## src/rtl/core/mtfids_pkg.sv

```systemverilog
// Shared types and command codes for the move-to-front identifier stack.
`timescale 1ns / 1ps

package mtfids_pkg;

    localparam int unsigned FIELD_IDENT_W = 16;

    localparam logic [1:0] CMD_OPEN   = 2'd0;
    localparam logic [1:0] CMD_SWITCH = 2'd1;
    localparam logic [1:0] CMD_CLOSE  = 2'd2;

    typedef struct packed {
        logic [1:0]               command;
        logic [FIELD_IDENT_W-1:0] ident;
    } t_in_beat;

    typedef struct packed {
        logic [FIELD_IDENT_W-1:0] top_ident;
        logic                     top_valid;
        logic                     matched;
        logic                     full_drop;
    } t_out_beat;

    typedef enum logic [1:0] {
        OP_HOLD,
        OP_PUSH,
        OP_SWITCH,
        OP_PULL
    } t_cell_op;

    typedef struct packed {
        logic     cmp_en;
        t_cell_op op;
    } t_cell_ctl;

    typedef enum logic [1:0] {
        ST_IDLE,
        ST_APPLY,
        ST_RESULT
    } t_state;

endpackage

```

## src/rtl/core/move_to_front_id_stack_top.sv

```systemverilog
// Move-to-front identifier stack: FSM and a chain of MAX_ENTRIES slot cells.
// The result beat is registered once the command has passed through the APPLY and RESULT states.
// A new command is taken only after the last is compared, shifted and reported; o_out stalls hold it off.
// All cells compare in the accept cycle; the first-match flag ripples down the chain.
// Reset (synchronous, active low) empties the stack and the output register.
`timescale 1ns / 1ps

module move_to_front_id_stack_top #(
    parameter int unsigned MAX_ENTRIES = 16,
    parameter int unsigned IDENT_BITS  = 16
) (
    input  logic                  i_clk,
    input  logic                  i_rst_n,
    input  logic                  i_in_valid,
    output logic                  o_in_ready,
    input  mtfids_pkg::t_in_beat  i_in_data,
    output logic                  o_out_valid,
    input  logic                  i_out_ready,
    output mtfids_pkg::t_out_beat o_out_data
);

    localparam int unsigned FW = mtfids_pkg::FIELD_IDENT_W;

    mtfids_pkg::t_state    r_state, n_state;
    mtfids_pkg::t_cell_ctl w_ctl;

    logic [1:0]            r_cmd;
    logic [IDENT_BITS-1:0] r_id;
    logic [IDENT_BITS-1:0] w_in_id, w_cell_id;
    logic [IDENT_BITS+FW-1:0] w_in_ext, w_top_ext;

    logic                  r_matched, n_matched;
    logic                  r_full_drop, n_full_drop;
    logic                  r_out_valid;
    mtfids_pkg::t_out_beat r_out;
    logic                  w_out_free, w_accept;

    logic [IDENT_BITS-1:0] w_entry [MAX_ENTRIES];
    logic                  w_valid [MAX_ENTRIES];
    logic                  w_above [MAX_ENTRIES+1];

    assign w_in_ext  = {{IDENT_BITS{1'b0}}, i_in_data.ident};
    assign w_in_id   = w_in_ext[IDENT_BITS-1:0];
    assign w_top_ext = {{FW{1'b0}}, w_entry[0]};

    assign w_out_free = !r_out_valid || i_out_ready;
    assign w_accept   = i_in_valid && o_in_ready;
    assign w_cell_id  = (r_state == mtfids_pkg::ST_IDLE) ? w_in_id : r_id;

    // next state
    always_comb begin
        n_state = r_state;
        unique case (r_state)
            mtfids_pkg::ST_IDLE:   if (i_in_valid) n_state = mtfids_pkg::ST_APPLY;
            mtfids_pkg::ST_APPLY:  n_state = mtfids_pkg::ST_RESULT;
            mtfids_pkg::ST_RESULT: if (w_out_free) n_state = mtfids_pkg::ST_IDLE;
            default:               n_state = mtfids_pkg::ST_IDLE;
        endcase
    end

    // outputs of the state machine: cell control and result flags
    always_comb begin
        o_in_ready   = 1'b0;
        w_ctl.cmp_en = 1'b0;
        w_ctl.op     = mtfids_pkg::OP_HOLD;
        n_matched    = r_matched;
        n_full_drop  = r_full_drop;
        unique case (r_state)
            mtfids_pkg::ST_IDLE: begin
                o_in_ready   = 1'b1;
                w_ctl.cmp_en = 1'b1;
            end
            mtfids_pkg::ST_APPLY: begin
                n_matched   = 1'b0;
                n_full_drop = 1'b0;
                case (r_cmd)
                    mtfids_pkg::CMD_OPEN: begin
                        // last slot valid means the stack is full
                        if (w_valid[MAX_ENTRIES-1]) begin
                            n_full_drop = 1'b1;
                        end else begin
                            w_ctl.op  = mtfids_pkg::OP_PUSH;
                            n_matched = 1'b1;
                        end
                    end
                    mtfids_pkg::CMD_SWITCH: begin
                        if (w_above[MAX_ENTRIES]) begin
                            w_ctl.op  = mtfids_pkg::OP_SWITCH;
                            n_matched = 1'b1;
                        end
                    end
                    mtfids_pkg::CMD_CLOSE: begin
                        if (w_above[MAX_ENTRIES]) begin
                            w_ctl.op  = mtfids_pkg::OP_PULL;
                            n_matched = 1'b1;
                        end
                    end
                    default: begin
                        w_ctl.op = mtfids_pkg::OP_HOLD;
                    end
                endcase
            end
            mtfids_pkg::ST_RESULT: begin
                w_ctl.op = mtfids_pkg::OP_HOLD;
            end
            default: begin
                w_ctl.op = mtfids_pkg::OP_HOLD;
            end
        endcase
    end

    always_ff @(posedge i_clk) begin
        if (!i_rst_n) begin
            r_state     <= mtfids_pkg::ST_IDLE;
            r_out_valid <= 1'b0;
        end else begin
            r_state <= n_state;
            if (r_state == mtfids_pkg::ST_RESULT && w_out_free) begin
                r_out_valid <= 1'b1;
            end else if (i_out_ready) begin
                r_out_valid <= 1'b0;
            end
        end
    end

    always_ff @(posedge i_clk) begin
        if (w_accept) begin
            r_cmd <= i_in_data.command;
            r_id  <= w_in_id;
        end
        r_matched   <= n_matched;
        r_full_drop <= n_full_drop;
        if (r_state == mtfids_pkg::ST_RESULT && w_out_free) begin
            r_out.top_ident <= w_valid[0] ? w_top_ext[FW-1:0] : '0;
            r_out.top_valid <= w_valid[0];
            r_out.matched   <= r_matched;
            r_out.full_drop <= r_full_drop;
        end
    end

    assign o_out_valid = r_out_valid;
    assign o_out_data  = r_out;

    assign w_above[0] = 1'b0;

    for (genvar k = 0; k < MAX_ENTRIES; k++) begin : g_cell
        logic [IDENT_BITS-1:0] w_up_entry, w_dn_entry;
        logic                  w_up_valid, w_dn_valid;

        // the slot above the top is the incoming identifier
        if (k == 0) begin : g_first
            assign w_up_entry = r_id;
            assign w_up_valid = 1'b1;
        end else begin : g_mid_up
            assign w_up_entry = w_entry[k-1];
            assign w_up_valid = w_valid[k-1];
        end

        if (k == MAX_ENTRIES - 1) begin : g_last
            assign w_dn_entry = '0;
            assign w_dn_valid = 1'b0;
        end else begin : g_mid_dn
            assign w_dn_entry = w_entry[k+1];
            assign w_dn_valid = w_valid[k+1];
        end

        mtfids_cell #(
            .IDENT_BITS (IDENT_BITS)
        ) u_cell (
            .i_clk       (i_clk),
            .i_rst_n     (i_rst_n),
            .i_ctl       (w_ctl),
            .i_id        (w_cell_id),
            .i_up_entry  (w_up_entry),
            .i_up_valid  (w_up_valid),
            .i_dn_entry  (w_dn_entry),
            .i_dn_valid  (w_dn_valid),
            .i_above_hit (w_above[k]),
            .o_entry     (w_entry[k]),
            .o_valid     (w_valid[k]),
            .o_above_hit (w_above[k+1])
        );
    end

endmodule

```

## src/rtl/core/mtfids_cell.sv

```systemverilog
// One stack slot: holds an entry, compares it, and shifts with its neighbors.
`timescale 1ns / 1ps

module mtfids_cell #(
    parameter int unsigned IDENT_BITS = 16
) (
    input  logic                   i_clk,
    input  logic                   i_rst_n,
    input  mtfids_pkg::t_cell_ctl  i_ctl,
    input  logic [IDENT_BITS-1:0]  i_id,
    input  logic [IDENT_BITS-1:0]  i_up_entry,
    input  logic                   i_up_valid,
    input  logic [IDENT_BITS-1:0]  i_dn_entry,
    input  logic                   i_dn_valid,
    input  logic                   i_above_hit,
    output logic [IDENT_BITS-1:0]  o_entry,
    output logic                   o_valid,
    output logic                   o_above_hit
);

    logic [IDENT_BITS-1:0] r_entry, n_entry;
    logic                  r_valid, n_valid;
    logic                  r_hit;

    // hit is only meaningful until the next apply; it is rebuilt on every accept
    always_ff @(posedge i_clk) begin
        if (i_ctl.cmp_en) begin
            r_hit <= r_valid && (r_entry == i_id);
        end
    end

    always_comb begin
        n_entry = r_entry;
        n_valid = r_valid;
        case (i_ctl.op)
            mtfids_pkg::OP_PUSH: begin
                n_entry = i_up_entry;
                n_valid = i_up_valid;
            end
            mtfids_pkg::OP_SWITCH: begin
                // slots from the top down to the first match slide down one
                if (!i_above_hit) begin
                    n_entry = i_up_entry;
                    n_valid = i_up_valid;
                end
            end
            mtfids_pkg::OP_PULL: begin
                // first match and everything under it slide up one
                if (i_above_hit || r_hit) begin
                    n_entry = i_dn_entry;
                    n_valid = i_dn_valid;
                end
            end
            default: begin
                n_entry = r_entry;
                n_valid = r_valid;
            end
        endcase
    end

    always_ff @(posedge i_clk) begin
        if (!i_rst_n) begin
            r_valid <= 1'b0;
        end else begin
            r_valid <= n_valid;
        end
    end

    always_ff @(posedge i_clk) begin
        r_entry <= n_entry;
    end

    assign o_entry     = r_entry;
    assign o_valid     = r_valid;
    assign o_above_hit = i_above_hit | r_hit;

endmodule

```

## config.mk

```make
export PLATFORM = sky130hd
export DESIGN_NAME = move_to_front_id_stack_top
export DESIGN_NICKNAME = d
export VERILOG_FILES = /design/src/rtl/core/mtfids_pkg.sv /design/src/rtl/core/move_to_front_id_stack_top.sv /design/src/rtl/core/mtfids_cell.sv
export SDC_FILE = /design/constraint.sdc
export NUM_CORES = 1
export LEC_CHECK = 0
export BUFFER_PORTS_ARGS = -buffer_cell sky130_fd_sc_hd__buf_2
export CORE_AREA = 2 2 190 192
export CTS_BUF_LIST = sky130_fd_sc_hd__clkbuf_16
export CTS_CLUSTER_SIZE = 20
export DETAILED_ROUTE_END_ITERATION = 7
export DIE_AREA = 0 0 192 194
export PLACE_DENSITY_LB_ADDON = 0.25
export SLEW_MARGIN = 20
export SYNTH_ARGS = -nofsm -noshare
export SYNTH_HDL_FRONTEND = slang
export SYNTH_SLANG_ARGS = --single-unit
```

## constraint.sdc

```tcl
create_clock -name i_clk -period 3.87 [get_ports i_clk]
set_clock_uncertainty 0.2 [all_clocks]
set_input_delay 0.5805 -clock i_clk [delete_from_list [all_inputs] [get_ports i_clk]]
set_output_delay 0.5805 -clock i_clk [all_outputs]
set_load 0.005 [all_outputs]
```

==> results.yml <==
run_status:
  outcome: "complete, no violations"
sta:
  hold_viol: 0
  rsz0062_at_grt: "no"
  fin_crit_sh_pct: 87.7
  drv_slew: 0
  slew_headroom_pct: 28.3
  finalSetupViolations: 0
  setup_tns_ns: 0
  worst_slew_pin_slew_ns: 1.07
  fmax_ghz: 0.295
  period_minus_slack_ns: 3.39
global_routing:
  grt_pass1_vias: 12235
  grt_overflow: 0
  grt_pass1_wl_um: 72500
  grt_max_degree: 112
  antenna_found_initial: 0
  grt_use_total_pct: 25.5
drt:
  drc: 0
  firstDrtPassIters: 8
  vias: 12552
  postRouteAntennaNets: 0
  avgViaCountPerCell: 5.66
  drt_iter0_markers: 1579
  routed_wl_um: 47300
  post_drt_wl_per_cell_um: 21.3
clock_network:
  cts_setup_buffers: 0
  clk_latency_ns: 0.54
  clock_path_buffers: 3
  hold_buffers: 0
  cts_root_buf: "clkbuf_16"
  cts-htree-levels: 2
  cts.sinks: 330
  cts_resized: 0
  cts_buffers: 38
  cts.clk_slew.worst_paths_ns: 0.06
  cts_tree: "yes"
logic_synthesis:
  ys_types: 59
  synthCells: 1682
  syn_area_mm2: 0.0174
  seq_area_frac_synth_pct: 56.0
  yosys-top-cells-area: "edfxtp_1, nand2_1, xor2_1, xnor2_1, dfxtp_1"
  async_flop_share_pct: 0
  ys.flop_type: "edfxtp_1"
  yosysWarnings: 0
  synthAdderAreaFrac_pct: 0.288
  synth-seq-cells: 330
  synth_top_family_by_area: "simple AND/OR/NAND/NOR gates"
  avgSynthCellArea_um2: 10.3
  synth_commonest_cells: "nand2_1, edfxtp_1, xor2_1"
  synth_top_area_share_pct: 53.8
  muxShareOfSynthArea_pct: 3.51
  syn_nets: 1708
  yosys.area.top_type: "edfxtp_1"
  synthXorXnorAreaFrac_pct: 12.9
  synth_compound_area_share_pct: 3.44
  synth_most_common_cell: "nand2_1"
  synthSimpleGateAreaFrac_pct: 21.0
  synth_edf_count: 311
place:
  portBuffers: 42
  place.detailed.hpwl_um: 32500
  dpl_cell_area_mm2: 0.0183
  gp_congestion: 0.900
floorplan:
  start_util_pct: 49.3
  die_area_mm2: 0.0372
  core_area_mm2: 0.0352
  num_io_pins: 43
  die_h_um: 194
  fp.dieW_um: 192
  rows: 69
setup_path:
  cp-end-kind: "flip-flop"
  arrival_ns: 3.45
  slowest_delay_ns: 0.57
  worst-path-buf-inv: 2
  cp_slowest_cell: "mux2i_4"
  setup.worst_path.start_class: "flip-flop"
  crit_type: "reg -> reg"
  critPathMaxFanout: 9
  worstPathRequired_ns: 3.93
  cp_cell_sequence: "nor2_4 -> buf_4 -> mux2i_4 -> buf_4 -> xnor2_1 -> nor4_1 -> nand4_1 -> nor4_1"
  critPathTopFamily: "simple AND/OR/NAND/NOR gates"
cells_and_area:
  area_delta_synth_final_pct: 11.6
  antenna_cells: 0
  drive_above_1_share_pct: 10.3
  final_area_mm2: 0.0194
  fin_nets: 1754
job:
  drv_cap: 0
power:
  cellLeakagePower_uw: 0.00762
  power_density_mw_per_mm2: 436
  vdd_drop_max_uv: 395
worst_hold_path:
  hold_class: "in -> reg"
## registers in the layout, indices dropped and copies added (netlist names)
register,cells
g_cell.u_cell.r_hit,16
g_cell.w_up_entry,16
g_cell.u_cell.o_entry,256
r_cmd,2
r_full_drop,1
o_out_data,19
r_matched,1
o_out_valid,1
r_state,2
g_cell.u_cell.o_valid,16
## power breakdown
part | internal, uW | total (uW) | leakage [uW] | switching [uW]
logic | 370 | 993 | 0.00399 | 623
clock network | 1820 | 3240 | 0.000585 | 1420
registers | 4070 | 4220 | 0.00305 | 149
total | 6260 | 8450 | 0.00762 | 2190
## cells by family after synthesis
family	count (synthesis)
AO/OA/AOI/OAI	79
XOR/XNOR	256
adder cells (fa/ha/maj)	4
buffers and inverters	106
flip-flops	330
multiplexers	47
AND/OR/NAND/NOR	860
## placed cells by master (no fill, tap or decap), types with 6 or more instances in the layout
cell       instances
a222oi_1          15
nand2_1          686
nand4_1           51
xor2_1           192
buf_2             42
and2_1            37
clkinv_2           7
a21oi_1            8
inv_1             32
buf_4             42
nor4_1            36
buf_12             7
o21ai_0           21
nor2_1            25
clkinv_1           9
mux2i_4           13
mux2i_1           24
mux2_2             6
edfxtp_1         311
xnor2_1           64
clkbuf_16         39
dfxtp_1           19
## final timing paths
| kind | startpoint | endpoint | slack (ns) | cells after the start |
|---|---|---|---|---|
| hold / removal | i_in_data[17] | r_cmd[1]$_DFFE_PP_ | 0.05 | 1 |
| setup reg to reg | r_state[1]$_SDFFE_PN0P_ | g_cell[4].u_cell.r_hit$_DFFE_PP_ | 0.48 | 8 |
| hold reg to reg | r_full_drop$_SDFFCE_PP0N_ | o_out_data[0]$_DFFE_PP_ | 0.22 | 0 |
| setup / recovery | r_state[1]$_SDFFE_PN0P_ | g_cell[4].u_cell.r_hit$_DFFE_PP_ | 0.48 | 8 |
## per-stage QoR
stage / power (uW) / worst slack (ns) / std cells / hold slack (ns) / utilization [%]
2_1_floorplan: 4910 / 0.313 / 1682 / 0.200 / -
3_3_place_gp: 5250 / 0.517 / 2149 / 0.201 / 51.9
3_5_place_dp: 5270 / 0.521 / 2149 / 0.214 / 51.9
4_1_cts: 8480 / 0.513 / 2217 / 0.0281 / 55.0
5_1_grt: 8740 / 0.379 / 2217 / 0.0315 / 55.0
6_report: 8450 / 0.477 / 2217 / 0.0478 / 55.0
## routing by layer
| layer | GRT usage, % | part of all wire (%) | up-vias |
|---|---|---|---|
| li1 | - | - | 5825 |
| met1 | 38.2 | 45 | 6076 |
| met2 | 38.2 | 44 | 555 |
| met3 | 3.73 | 8.1 | 96 |
| met4 | 8.17 | 2.8 | 0 |
| met5 | 0 | 0 | - |
## layout make-up
cell class	instances	area [um2]
well taps	461	577
clock buffers	39	976
fillers	3077	15800
inverters	21	78.8
clock inverters	29	126
flip-flops and latches	330	9720
repair buffers	91	666
multi-input cells	1246	7240
Note: power is estimated with default switching activity, not from simulation.
